### src/rtl/lpfs_pkg.sv
// Shared constants, stage payload types and mode codes of the LED panel frame serializer.
package lpfs_pkg;

   // Panel geometry
   localparam int BLOCKS       = 6;
   localparam int PANELS       = 2;
   localparam int X_SIZE       = BLOCKS * 8;
   localparam int Y_SIZE       = PANELS * 8;
   localparam int PANEL_BYTES  = BLOCKS + 1;
   localparam int COLUMN_BYTES = PANELS * PANEL_BYTES;
   localparam int STREAM_BYTES = 8 * COLUMN_BYTES;

   // Frame store: one word per panel and column, one bit per row within the panel
   localparam int WORDS  = PANELS * X_SIZE;
   localparam int ADDR_W = $clog2(WORDS);

   // Field widths
   localparam int X_W    = 6;
   localparam int Y_W    = 4;
   localparam int IDX_W  = 7;
   localparam int DATA_W = 8;
   localparam int ROW_W  = 3;

   // Index math widths
   localparam int COL_W   = 3;
   localparam int PANEL_W = 4;
   localparam int K_W     = 5;
   localparam int CALC_W  = 16;

   // Item modes
   localparam logic MODE_WRITE = 1'b0;
   localparam logic MODE_READ  = 1'b1;

   typedef struct packed {
      logic              mode;
      logic              pix_ok;
      logic [ADDR_W-1:0] pix_addr;
      logic [ROW_W-1:0]  pix_bit;
      logic              pix_on;
      logic              in_range;
      logic [COL_W-1:0]  col_grp;
      logic [IDX_W-1:0]  rest;
   } stage_a_type;

   typedef struct packed {
      logic              mode;
      logic              pix_ok;
      logic [ADDR_W-1:0] pix_addr;
      logic [ROW_W-1:0]  pix_bit;
      logic              pix_on;
      logic [ADDR_W-1:0] rd_addr;
      logic              in_range;
      logic              sel;
      logic              odd;
      logic [COL_W-1:0]  col_grp;
   } stage_b_type;

   typedef struct packed {
      logic              mode;
      logic              in_range;
      logic              sel;
      logic              odd;
      logic [COL_W-1:0]  col_grp;
      logic [DATA_W-1:0] word;
   } stage_c_type;

endpackage

### src/rtl/led_panel_frame_serializer.sv
// Top level of the LED panel frame serializer: pipeline control and output word formatting.
// Path: a read word passes the stage A, stage B, store and output registers to rsp_serial_byte.
// Throughput: one request word per cycle; the stages advance together whenever the output
//   register is empty or being taken, so a stall only freezes the pipe.
// Pixel writes flow through the same stages and produce no response word.
// Reset: synchronous; afterwards every frame store word is swept to zero with req_ready held low.
module led_panel_frame_serializer import lpfs_pkg::*; (
   input  logic              clock,
   input  logic              reset,
   input  logic              req_valid,
   output logic              req_ready,
   input  logic              req_mode,
   input  logic [X_W-1:0]    req_pixel_x,
   input  logic [Y_W-1:0]    req_pixel_y,
   input  logic              req_pixel_on,
   input  logic [IDX_W-1:0]  req_byte_index,
   output logic              rsp_valid,
   input  logic              rsp_ready,
   output logic [DATA_W-1:0] rsp_serial_byte
);

   logic              move;
   logic              take;
   logic              clearing;
   logic              b_valid;
   stage_b_type       b_stage;
   logic              c_valid;
   stage_c_type       c_stage;
   logic [DATA_W-1:0] word_rev;
   logic [DATA_W-1:0] byte_in;
   logic              rsp_valid_ff;
   logic [DATA_W-1:0] rsp_byte_ff;

   // Advance every stage while the output register can take a new word
   assign move      = !rsp_valid_ff || rsp_ready;
   assign req_ready = move && !clearing;
   assign take      = req_valid && req_ready;

   lpfs_decode u_decode (
      .clock          (clock),
      .reset          (reset),
      .move           (move),
      .take           (take),
      .req_mode       (req_mode),
      .req_pixel_x    (req_pixel_x),
      .req_pixel_y    (req_pixel_y),
      .req_pixel_on   (req_pixel_on),
      .req_byte_index (req_byte_index),
      .b_valid        (b_valid),
      .b_out          (b_stage)
   );

   lpfs_store u_store (
      .clock    (clock),
      .reset    (reset),
      .move     (move),
      .b_valid  (b_valid),
      .b_in     (b_stage),
      .clearing (clearing),
      .c_valid  (c_valid),
      .c_out    (c_stage)
   );

   // Odd panels shift rows in ascending order, so the stored word comes out bit-reversed;
   // even panels shift descending rows and keep the stored order.
   always_comb begin
      for (int i = 0; i < DATA_W; i++) begin
         word_rev[i] = c_stage.word[DATA_W-1-i];
      end
   end

   // Pick the output word: zero past the stream end, one-hot column select, or pixel data
   always_comb begin
      if (!c_stage.in_range) begin
         byte_in = '0;
      end else if (c_stage.sel) begin
         byte_in = DATA_W'(8'h80 >> c_stage.col_grp);
      end else if (c_stage.odd) begin
         byte_in = word_rev;
      end else begin
         byte_in = c_stage.word;
      end
   end

   // Drop write items here; only reads become response words
   always_ff @(posedge clock) begin
      if (reset) begin
         rsp_valid_ff <= 1'b0;
      end else if (move) begin
         rsp_valid_ff <= c_valid && (c_stage.mode == MODE_READ);
      end
   end

   always_ff @(posedge clock) begin
      if (move) begin
         rsp_byte_ff <= byte_in;
      end
   end

   assign rsp_valid       = rsp_valid_ff;
   assign rsp_serial_byte = rsp_byte_ff;

   // No request is taken while the store is being swept
   a_no_take_clearing: assert property (@(posedge clock) disable iff (reset)
      clearing |-> !req_ready)
      else $error("request accepted during frame store clearing");

   // A pixel write leaving the pipe never produces a response word
   a_write_silent: assert property (@(posedge clock) disable iff (reset)
      move && c_valid && c_stage.mode == MODE_WRITE |=> !rsp_valid)
      else $error("pixel write produced a response word");

   // A column select word is one-hot
   a_sel_onehot: assert property (@(posedge clock) disable iff (reset)
      move && c_valid && c_stage.mode == MODE_READ && c_stage.in_range && c_stage.sel
      |=> $onehot(rsp_serial_byte))
      else $error("column select word is not one-hot");

   // A read past the stream end answers zero
   a_past_end_zero: assert property (@(posedge clock) disable iff (reset)
      move && c_valid && c_stage.mode == MODE_READ && !c_stage.in_range
      |=> rsp_serial_byte == '0)
      else $error("read past stream end answered nonzero");

endmodule

### src/rtl/lpfs_decode.sv
// Two register stages that turn a request into a frame store address and format flags.
module lpfs_decode import lpfs_pkg::*; (
   input  logic              clock,
   input  logic              reset,
   input  logic              move,
   input  logic              take,
   input  logic              req_mode,
   input  logic [X_W-1:0]    req_pixel_x,
   input  logic [Y_W-1:0]    req_pixel_y,
   input  logic              req_pixel_on,
   input  logic [IDX_W-1:0]  req_byte_index,
   output logic              b_valid,
   output stage_b_type       b_out
);

   stage_a_type a_ff, a_in;
   stage_b_type b_ff, b_in;
   logic        a_valid_ff;
   logic        b_valid_ff;

   logic [CALC_W-1:0]  grp_rem;
   logic [COL_W-1:0]   grp_q;
   logic [CALC_W-1:0]  pan_rem;
   logic [PANEL_W-1:0] pan_q;
   logic [K_W-1:0]     k;
   int                 panel_i;
   int                 col_i;

   // Stage A: split the byte index into column group and remainder, map pixel writes
   always_comb begin
      grp_rem = CALC_W'(req_byte_index);
      grp_q   = '0;
      for (int b = COL_W - 1; b >= 0; b--) begin
         if (grp_rem >= CALC_W'(COLUMN_BYTES << b)) begin
            grp_rem  = grp_rem - CALC_W'(COLUMN_BYTES << b);
            grp_q[b] = 1'b1;
         end
      end
      a_in.mode     = req_mode;
      a_in.pix_ok   = (CALC_W'(req_pixel_x) < CALC_W'(X_SIZE))
                   && (CALC_W'(req_pixel_y) < CALC_W'(Y_SIZE));
      a_in.pix_addr = ADDR_W'(32'(req_pixel_y[Y_W-1:ROW_W]) * X_SIZE + 32'(req_pixel_x));
      a_in.pix_bit  = req_pixel_y[ROW_W-1:0];
      a_in.pix_on   = req_pixel_on;
      a_in.in_range = CALC_W'(req_byte_index) < CALC_W'(STREAM_BYTES);
      a_in.col_grp  = grp_q;
      a_in.rest     = IDX_W'(grp_rem);
   end

   // Stage B: split the remainder into panel and byte within panel, form the read address
   always_comb begin
      pan_rem = CALC_W'(a_ff.rest);
      pan_q   = '0;
      for (int b = PANEL_W - 1; b >= 0; b--) begin
         if (pan_rem >= CALC_W'(PANEL_BYTES << b)) begin
            pan_rem  = pan_rem - CALC_W'(PANEL_BYTES << b);
            pan_q[b] = 1'b1;
         end
      end
      k       = K_W'(pan_rem);
      panel_i = PANELS - 1 - int'(pan_q);
      if (panel_i[0]) begin
         col_i = (7 - int'(a_ff.col_grp)) + int'(k) * 8;
      end else begin
         col_i = X_SIZE - 1 - (7 - int'(a_ff.col_grp)) - int'(k) * 8;
      end
      b_in.mode     = a_ff.mode;
      b_in.pix_ok   = a_ff.pix_ok;
      b_in.pix_addr = a_ff.pix_addr;
      b_in.pix_bit  = a_ff.pix_bit;
      b_in.pix_on   = a_ff.pix_on;
      b_in.in_range = a_ff.in_range;
      b_in.sel      = (k == K_W'(BLOCKS));
      b_in.odd      = panel_i[0];
      b_in.col_grp  = a_ff.col_grp;
      if (a_ff.in_range && !b_in.sel) begin
         b_in.rd_addr = ADDR_W'(panel_i * X_SIZE + col_i);
      end else begin
         b_in.rd_addr = '0;
      end
   end

   always_ff @(posedge clock) begin
      if (reset) begin
         a_valid_ff <= 1'b0;
         b_valid_ff <= 1'b0;
      end else if (move) begin
         a_valid_ff <= take;
         b_valid_ff <= a_valid_ff;
      end
   end

   always_ff @(posedge clock) begin
      if (move) begin
         a_ff <= a_in;
         b_ff <= b_in;
      end
   end

   assign b_valid = b_valid_ff;
   assign b_out   = b_ff;

endmodule

### src/rtl/lpfs_store.sv
// Frame store with clearing pass after reset; one pixel write or one word read per cycle while the pipe moves.
module lpfs_store import lpfs_pkg::*; (
   input  logic        clock,
   input  logic        reset,
   input  logic        move,
   input  logic        b_valid,
   input  stage_b_type b_in,
   output logic        clearing,
   output logic        c_valid,
   output stage_c_type c_out
);

   logic [DATA_W-1:0] mem [WORDS];
   logic              clearing_ff;
   logic [ADDR_W-1:0] clr_ff;
   logic              c_valid_ff;
   stage_c_type       c_ff;

   // Sweep the store to zero, one word a cycle
   always_ff @(posedge clock) begin
      if (reset) begin
         clearing_ff <= 1'b1;
         clr_ff      <= '0;
      end else if (clearing_ff) begin
         clr_ff <= clr_ff + 1'b1;
         if (clr_ff == ADDR_W'(WORDS - 1)) begin
            clearing_ff <= 1'b0;
         end
      end
   end

   always_ff @(posedge clock) begin
      if (clearing_ff) begin
         mem[clr_ff] <= '0;
      end else if (move && b_valid && b_in.mode == MODE_WRITE && b_in.pix_ok) begin
         mem[b_in.pix_addr][b_in.pix_bit] <= b_in.pix_on;
      end
   end

   always_ff @(posedge clock) begin
      if (move) begin
         c_ff.word     <= mem[b_in.rd_addr];
         c_ff.mode     <= b_in.mode;
         c_ff.in_range <= b_in.in_range;
         c_ff.sel      <= b_in.sel;
         c_ff.odd      <= b_in.odd;
         c_ff.col_grp  <= b_in.col_grp;
      end
   end

   always_ff @(posedge clock) begin
      if (reset) begin
         c_valid_ff <= 1'b0;
      end else if (move) begin
         c_valid_ff <= b_valid;
      end
   end

   assign clearing = clearing_ff;
   assign c_valid  = c_valid_ff;
   assign c_out    = c_ff;

endmodule

### config.mk
export PLATFORM = sky130hd
export DESIGN_NAME = led_panel_frame_serializer
export DESIGN_NICKNAME = d
export VERILOG_FILES = /design/src/rtl/lpfs_pkg.sv /design/src/rtl/led_panel_frame_serializer.sv /design/src/rtl/lpfs_decode.sv /design/src/rtl/lpfs_store.sv
export SDC_FILE = /design/constraint.sdc
export NUM_CORES = 1
export LEC_CHECK = 0
export BUFFER_PORTS_ARGS = -buffer_cell sky130_fd_sc_hd__buf_4
export CAP_MARGIN = 30
export CORE_MARGIN = 5
export CORE_UTILIZATION = 45
export CTS_BUF_LIST = sky130_fd_sc_hd__clkbuf_8 sky130_fd_sc_hd__clkbuf_16
export DETAILED_ROUTE_END_ITERATION = 16
export GPL_TIMING_DRIVEN = 0
export PLACE_DENSITY = 0.69
export SYNTH_ARGS = -nofsm -noshare
export SYNTH_HDL_FRONTEND = slang
export SYNTH_SLANG_ARGS = --single-unit
### constraint.sdc
create_clock -name clock -period 15.6 [get_ports clock]
set_input_delay 0.78 -clock clock [delete_from_list [all_inputs] [get_ports clock]]
set_output_delay 0.78 -clock clock [all_outputs]
set_load 0.005 [all_outputs]
==> reports/summary.log, run 1 <==
INFO  cells_and_area num-fill-cells=6723
INFO  route          postRouteWirelength=93.3mm
INFO  cells_and_area layout_common_cells=sky130_fd_sc_hd__edfxtp_1 (841), sky130_fd_sc_hd__nor2_1 (830), sky130_fd_sc_hd__mux4_2 (248)
INFO  setup_path     critical_path.top_delay_family=compound AO/OA/AOI/OAI gates
INFO  global_routing antenna_found_initial=3
INFO  min_path       timing.hold.worst_path_depth=1
INFO  timing         finalMaxSlewViolations=0
INFO  setup_path     cp.arrival=8.51ns
INFO  placement      gp_congestion=0.875
INFO  pwr            worst_case_vdd_ir_drop=0.136mV
INFO  timing         transition_time_of_the_tightest_slew_check_pin=1.07ns
INFO  route          detail_route.iter0.violations=2878
INFO  setup_path     rr_worst_depth=38
INFO  cells_and_area register_area=0.0255mm^2
INFO  floorplanning  die_area=0.0899mm^2
INFO  timing         final.hold.worst_slack=0.313ns
INFO  setup_path     worst_ep_required_time=16.06ns
INFO  global_routing grt.overflow.total=0
INFO  floorplanning  core_region_area=0.0834mm^2
INFO  placement      place_inst=3669
INFO  global_routing global_route_usage_over_all_layers=0.206
INFO  min_path       timing.hold.worst.start=req_pixel_x[3]
INFO  cells_and_area area_growth_syn_to_layout=13.2%
INFO  synthesis      synth-main-ff-cell=sky130_fd_sc_hd__edfxtp_1
INFO  floorplanning  die_y=300um
INFO  synthesis      ys_seq_area_frac=0.674
INFO  route          antenna_left=0
INFO  timing         relative_slew_slack=0.283
INFO  route          routed_wire_length_per_instance=24.3um
INFO  pwr            total_leakage_power=14.9nW
INFO  setup_path     worstSetupEndpointType=flip-flop
INFO  placement      place_ws=7.63ns
INFO  clock_network  cts_max_level=3
INFO  setup_path     cp_num_buf_inv=9
INFO  synthesis      post_synth_num_cell_types=86
INFO  clock_network  post-cts-setup-buffer-count=0
INFO  pwr            p_per_area=149mW/mm^2
INFO  setup_path     critical-path-slowest-cell=sky130_fd_sc_hd__fa_1
INFO  floorplanning  boundaryPins=33
INFO  clock_network  clk-insertion-delay-late=0.65ns
INFO  clock_network  numCtsBuffers=88
INFO  timing         fmax=0.124GHz
INFO  setup_path     r2r_setup_slack=7.56ns
INFO  run_status     status=finished, final reports clean
INFO  cells_and_area layout-drive-gt1-share=0.181
INFO  global_routing grt_pass1_wl=139mm
INFO  run            maxCapViolations=0
INFO  placement      port_buffers=31
INFO  min_path       holdPathEnd=u_decode.a_ff[18]
INFO  synthesis      yosys_warnings=0
INFO  timing         report.final.setup_viol=0
INFO  min_path       hp-class=in -> reg
INFO  setup_path     reg2reg_from=u_decode.a_ff[6]
INFO  route          detail_route.drc_violations=0
INFO  global_routing grt_start_max_net_pins=125
INFO  timing         fin_worst_skew=0.0323ns
INFO  synthesis      synth_edf_count=841
INFO  route          route.vias.total=22500
INFO  synthesis      synth-async-reset-ratio=0
INFO  timing         rsz_0062_raised_after_global_routing=no
INFO  synthesis      synthDominantCellAreaShare=0.668
INFO  setup_path     critical_path.max_stage_delay=0.40ns
INFO  timing         finalHoldViolCount=0
INFO  synthesis      postSynthNetCount=2576
INFO  floorplanning  placement_rows=106
INFO  timing         final.min_clock_period=8.04ns
INFO  synthesis      syn_area_per_cell=14.9um^2
INFO  setup_path     timing_worst_setup_path_type=reg -> reg
INFO  clock_network  tritoncts_num_sinks=853
INFO  clock_network  clock_path_buffers=3
INFO  floorplanning  initial_core_util=0.453
INFO  setup_path     worst_path_most_repeated_cell=sky130_fd_sc_hd__ha_1
INFO  clock_network  tritoncts=yes
INFO  clock_network  cts_root_buffer=sky130_fd_sc_hd__clkbuf_16
INFO  clock_network  cts_hold_buf=0
INFO  setup_path     worstPathMaxFanout=11
INFO  clock_network  clkSlewWorstSetupHoldPaths=0.06ns
INFO  synthesis      netlist_instances=2532
INFO  synthesis      number_of_flip_flops_and_latches_in_the_synthesized_netlist=853
INFO  synthesis      synth_largest_area_cell=sky130_fd_sc_hd__edfxtp_1
INFO  global_routing grt_pass1_vias=22500
INFO  route          drt_first_pass_iters=6
INFO  cells_and_area layout.cells.most_common=sky130_fd_sc_hd__edfxtp_1
INFO  cells_and_area post_layout_nonfiller_instances=3834
INFO  cells_and_area num-nets-final=2731
INFO  floorplanning  fp.dieW=300um
INFO  clock_network  post_cts_resize_count=0
INFO  timing         timing.final.ws_setup=7.56ns
INFO  pwr            post-layout-total-power=0.00640W
INFO  setup_path     crit-reg2reg-capture=u_decode.b_out[12]
INFO  setup_path     critical_path.startpoint_type=flip-flop
INFO  timing         setup-tns-final=0ns
INFO  synthesis      syn_area=0.0378mm^2
INFO  placement      place_hpwl=64.2mm
INFO  route          detail_route.vias_per_cell=5.88
INFO  timing         min_period_over_period=0.516
INFO  cells_and_area multi_input_logic_area=0.0116mm^2
INFO  synthesis      synthTopCellsByArea=sky130_fd_sc_hd__edfxtp_1 (67%), sky130_fd_sc_hd__mux4_2 (15%), sky130_fd_sc_hd__nor2_1 (8.2%)
## cells in the mapped netlist, types with 11 or more instances
master                       n
sky130_fd_sc_hd__buf_1      22
sky130_fd_sc_hd__o21ai_0    11
sky130_fd_sc_hd__mux4_2    248
sky130_fd_sc_hd__a31oi_1    22
sky130_fd_sc_hd__and2_1     12
sky130_fd_sc_hd__xor2_1     16
sky130_fd_sc_hd__dfxtp_1    12
sky130_fd_sc_hd__edfxtp_1  841
sky130_fd_sc_hd__ha_1       19
sky130_fd_sc_hd__inv_1      23
sky130_fd_sc_hd__mux2i_1    25
sky130_fd_sc_hd__xnor2_1    14
sky130_fd_sc_hd__a21oi_1    23
sky130_fd_sc_hd__clkbuf_1  137
sky130_fd_sc_hd__nand2_1   127
sky130_fd_sc_hd__nor2_1    830
## sequential cells by signal, summed over array words and instances, names as in the netlist
name / cells
u_store.mem: 768
u_decode.b_out: 26
u_decode.a_ff: 24
u_store.c_out: 15
rsp_serial_byte: 8
u_store.clr_ff: 7
rsp_valid: 1
u_decode.a_valid_ff: 1
u_decode.b_valid: 1
u_store.c_valid: 1
u_store.clearing: 1
## logic make-up (layout without fill, tap and decap cells)
kind of cell / after synthesis / after routing / share of synthesized area
multiplexers: 280 / 280 / 0.157
adder cells (fa/ha/maj): 21 / 21 / 0.00735
AO/OA/AOI/OAI: 113 / 113 / 0.0230
buffers and inverters: 194 / 415 / 0.0203
other: 0 / 1 / 0
XOR/XNOR: 30 / 30 / 0.00695
AND/OR/NAND/NOR: 1041 / 1041 / 0.111
flip-flops: 853 / 853 / 0.674
## per-layer routing
metal	vias to the layer above	global-route usage	routed length (um)
met2	1068	0.332	45300
met3	190	0.0443	8820
met1	11500	0.277	35400
met4	0	0.0817	3770
li1	9765	-	-
met5	-	0	0
## power by group
part / internal (W) / total [W] / leakage (nW) / switching, W
clock network: 0.00115 / 0.00202 / 1.40 / 0.000873
registers: 0.00256 / 0.00259 / 7.14 / 0.0000338
logic: 0.000800 / 0.00179 / 6.35 / 0.000985
## area by class of cell
| class | instances | area share |
|---|---|---|
| inverter | 24 | 0.00211 |
| multi-input combinational | 1485 | 0.270 |
| clock inverter | 66 | 0.0120 |
| clock buffer | 90 | 0.0526 |
| antenna | 1 | 0.0000585 |
| tap | 1080 | 0.0316 |
| sequential | 853 | 0.596 |
| buffer | 170 | 0.0158 |
| timing repair buffer | 65 | 0.0196 |
## worst max-delay path by stage
stage | start | endpoint | slack, ns | cells past startpoint
3_5_place_dp | u_decode.a_ff[6] | u_decode.b_out[12] | 7.63 | 38
5_1_grt | u_decode.a_ff[6] | u_decode.b_out[12] | 6.99 | 38
2_1_floorplan | rsp_ready | u_store.mem[0][0] | 1.78 | 6
6_report | u_decode.a_ff[6] | u_decode.b_out[12] | 7.56 | 38
4_1_cts | u_decode.a_ff[6] | u_decode.b_out[12] | 7.54 | 38
3_3_place_gp | rsp_ready | u_store.mem[74][0] | -3.87 | 7
## stage by stage
stage	cell area (um^2)	util
4_1_cts	42700	0.512
3_3_place_gp	39400	0.472
2_1_floorplan	37800	-
5_1_grt	42800	0.513
3_5_place_dp	39900	0.478
6_report	42800	0.513
Note: power is estimated with default switching activity, not from simulation.
==> inputs of run 2 (changes only) <==
--- a/config.mk
+++ b/config.mk
@@ -12,7 +12,7 @@
 export CTS_BUF_LIST = sky130_fd_sc_hd__clkbuf_8 sky130_fd_sc_hd__clkbuf_16
 export DETAILED_ROUTE_END_ITERATION = 16
 export GPL_TIMING_DRIVEN = 0
-export PLACE_DENSITY = 0.69
+export PLACE_DENSITY = 0.71
 export SYNTH_ARGS = -nofsm -noshare
 export SYNTH_HDL_FRONTEND = slang
 export SYNTH_SLANG_ARGS = --single-unit
==> constraint.sdc (replaced) <==
create_clock -name clock -period 7.25 [get_ports clock]
set_input_delay 0.3625 -clock clock [delete_from_list [all_inputs] [get_ports clock]]
set_output_delay 0.3625 -clock clock [all_outputs]
set_load 0.005 [all_outputs]
==> run 2 against run 1 <==
First-iteration DRC count increased by 9.4%. Cell count increased by 1.1%. Via count increased by 2.4%. Maximum frequency increased by 16%. Sequential share of layout area decreased by 0.78 points. Flip-flop and latch count unchanged. Worst setup slack got worse by 7.2 ns. Register-to-register slack got worse by 7.2 ns. Clock-buffer cell count increased by 5. Hold slack got worse by 0.27 ns. Non-clock buffer count increased by 35.
==> reports/summary.log, run 2 (synthesis results as in run 1) <==
INFO  setup_path     setup.worst_path.end=u_decode.b_out[12]
INFO  timing         final.hold.worst_slack=0.0414ns
INFO  placement      port_buffers=31
INFO  clock_network  cts_root_buffer=sky130_fd_sc_hd__clkbuf_16
INFO  min_path       hp-class=in -> reg
INFO  placement      place_inst=3675
INFO  cells_and_area area_growth_syn_to_layout=14.7%
INFO  timing         fmax=0.144GHz
INFO  route          drt_first_pass_iters=6
INFO  floorplanning  placement_rows=106
INFO  route          route.vias.total=23100
INFO  setup_path     rr_worst_depth=35
INFO  clock_network  cts_max_level=3
INFO  global_routing global_route_usage_over_all_layers=0.207
INFO  setup_path     critical_path.startpoint=u_decode.a_ff[3]
INFO  clock_network  clk-insertion-delay-late=0.65ns
INFO  route          detail_route.vias_per_cell=5.95
INFO  cells_and_area layout_common_cells=sky130_fd_sc_hd__edfxtp_1 (841), sky130_fd_sc_hd__nor2_1 (829), sky130_fd_sc_hd__mux4_2 (248)
INFO  floorplanning  die_area=0.0899mm^2
INFO  setup_path     reg2reg_from=u_decode.a_ff[3]
INFO  clock_network  tritoncts=yes
INFO  floorplanning  core_region_area=0.0834mm^2
INFO  floorplanning  boundaryPins=33
INFO  timing         finalHoldViolCount=0
INFO  timing         min_period_over_period=0.956
INFO  run_status     status=finished, final reports clean
INFO  route          routed_wire_length_per_instance=24.5um
INFO  floorplanning  initial_core_util=0.453
INFO  pwr            p_per_area=329mW/mm^2
INFO  timing         transition_time_of_the_tightest_slew_check_pin=0.970ns
INFO  setup_path     crit-reg2reg-capture=u_decode.b_out[12]
INFO  setup_path     critical_path.max_stage_delay=0.45ns
INFO  placement      place_hpwl=65.2mm
INFO  cells_and_area max_flop_register=u_store.mem
INFO  route          antenna_left=0
INFO  setup_path     worstPathMaxFanout=9
INFO  route          postRouteWirelength=95.0mm
INFO  floorplanning  die_y=300um
INFO  global_routing grt.overflow.total=0
INFO  global_routing grt_start_max_net_pins=118
INFO  setup_path     worst_ep_required_time=7.71ns
INFO  route          detail_route.drc_violations=0
INFO  run            maxCapViolations=0
INFO  placement      gp_congestion=0.873
INFO  setup_path     critical-path-slowest-cell=sky130_fd_sc_hd__edfxtp_1
INFO  cells_and_area post_layout_nonfiller_instances=3877
INFO  setup_path     cp.depth=35
INFO  timing         final.min_clock_period=6.93ns
INFO  timing         timing.final.ws_setup=0.316ns
INFO  timing         report.final.setup_viol=0
INFO  setup_path     cp_num_buf_inv=7
INFO  cells_and_area layout-drive-gt1-share=0.194
INFO  timing         finalMaxSlewViolations=0
INFO  pwr            worst_case_vdd_ir_drop=0.403mV
INFO  placement      place_ws=-0.753ns
INFO  setup_path     critical_path.top_delay_family=simple AND/OR/NAND/NOR gates
INFO  clock_network  tritoncts_num_sinks=853
INFO  global_routing antenna_found_initial=0
INFO  setup_path     critical_path.startpoint_type=flip-flop
INFO  setup_path     r2r_setup_slack=0.32ns
INFO  clock_network  clkSlewWorstSetupHoldPaths=0.06ns
INFO  clock_network  numCtsBuffers=89
INFO  pwr            total_leakage_power=15.2nW
INFO  setup_path     cp.arrival=7.40ns
INFO  setup_path     worstSetupEndpointType=flip-flop
INFO  timing         setup-tns-final=0ns
INFO  global_routing grt_pass1_vias=22700
INFO  global_routing grt_pass1_wl=140mm
INFO  cells_and_area number_of_flip_flops_in_the_largest_register=768
INFO  cells_and_area num-nets-final=2767
INFO  cells_and_area antenna_diode_count=0
INFO  floorplanning  fp.dieW=300um
INFO  timing         relative_slew_slack=0.353
INFO  clock_network  clock_path_buffers=3
INFO  cells_and_area layout.cells.most_common=sky130_fd_sc_hd__edfxtp_1
INFO  timing         fin_worst_skew=0.0242ns
INFO  setup_path     timing_worst_setup_path_type=reg -> reg
INFO  route          detail_route.iter0.violations=3149
==> run 2: repair_timing <==
action	in CTS	in global routing
endpoints found under the hold margin	13	0
pin swaps	2	6
endpoints found under the setup margin	2	1
buffers inserted	7	11
gates resized for setup	9	18
hold buffers	13	0
==> run 2: stage by stage <==
| step | instance area [um^2] | power [W] | utilization |
|---|---|---|---|
| 5_1_grt | 43400 | 0.0148 | 0.520 |
| 6_report | 43400 | 0.0143 | 0.520 |
| 3_5_place_dp | 39900 | 0.00947 | 0.478 |
| 2_1_floorplan | 37800 | 0.00839 | - |
| 4_1_cts | 43100 | 0.0141 | 0.517 |
| 3_3_place_gp | 39400 | 0.00929 | 0.472 |
==> run 2: where the power goes <==
| group | internal, W | switching, W |
|---|---|---|
| clock | 0.00266 | 0.00191 |
| sequential | 0.00551 | 0.0000787 |
| combinational | 0.00189 | 0.00223 |
| total | 0.0101 | 0.00422 |
==> run 2: worst min path at each step <==
stage                       from                  to  slack, ns  cells past startpoint
4_1_cts        req_byte_index[6]   u_decode.a_ff[10]       0.01                      2
5_1_grt        req_byte_index[6]   u_decode.a_ff[10]       0.04                      2
3_3_place_gp   u_decode.b_out[3]   u_store.c_out[11]       0.41                      0
2_1_floorplan  u_decode.a_ff[11]  u_decode.b_out[13]       0.40                      0
3_5_place_dp   u_decode.b_out[4]   u_store.c_out[12]       0.40                      0
6_report       req_byte_index[6]   u_decode.a_ff[10]       0.04                      2
==> run 2: area by class of cell <==
type                            instances  area [um^2]
Sequential cell                       853        25500
Clock inverter                         70          603
Clock buffer                           95         2340
Tap cell                             1080         1350
Buffer                                169          688
Timing Repair Buffer                  101         1120
Inverter                               24         92.6
Fill cell                            6584        40100
Multi-Input combinational cell       1485        11700
==> run 2: metal layers <==
| layer | GRT usage | routed length, um | up-vias |
|---|---|---|---|
| met4 | 0.0770 | 3510 | 0 |
| li1 | - | - | 9815 |
| met1 | 0.279 | 35900 | 11800 |
| met3 | 0.0440 | 9520 | 186 |
| met2 | 0.335 | 46100 | 1261 |
| met5 | 0 | 0 | - |
==> run 2: worst reg2reg max path, delay by kind of cell, from the launching register on <==
kind	cells	cell delay, ns
compound gates	8	1.21
buf+inv	7	0.84
fa+ha+maj	6	1.59
simple gates	8	1.68
mux	1	0.30
flops	1	0.45
xor+xnor	5	0.72
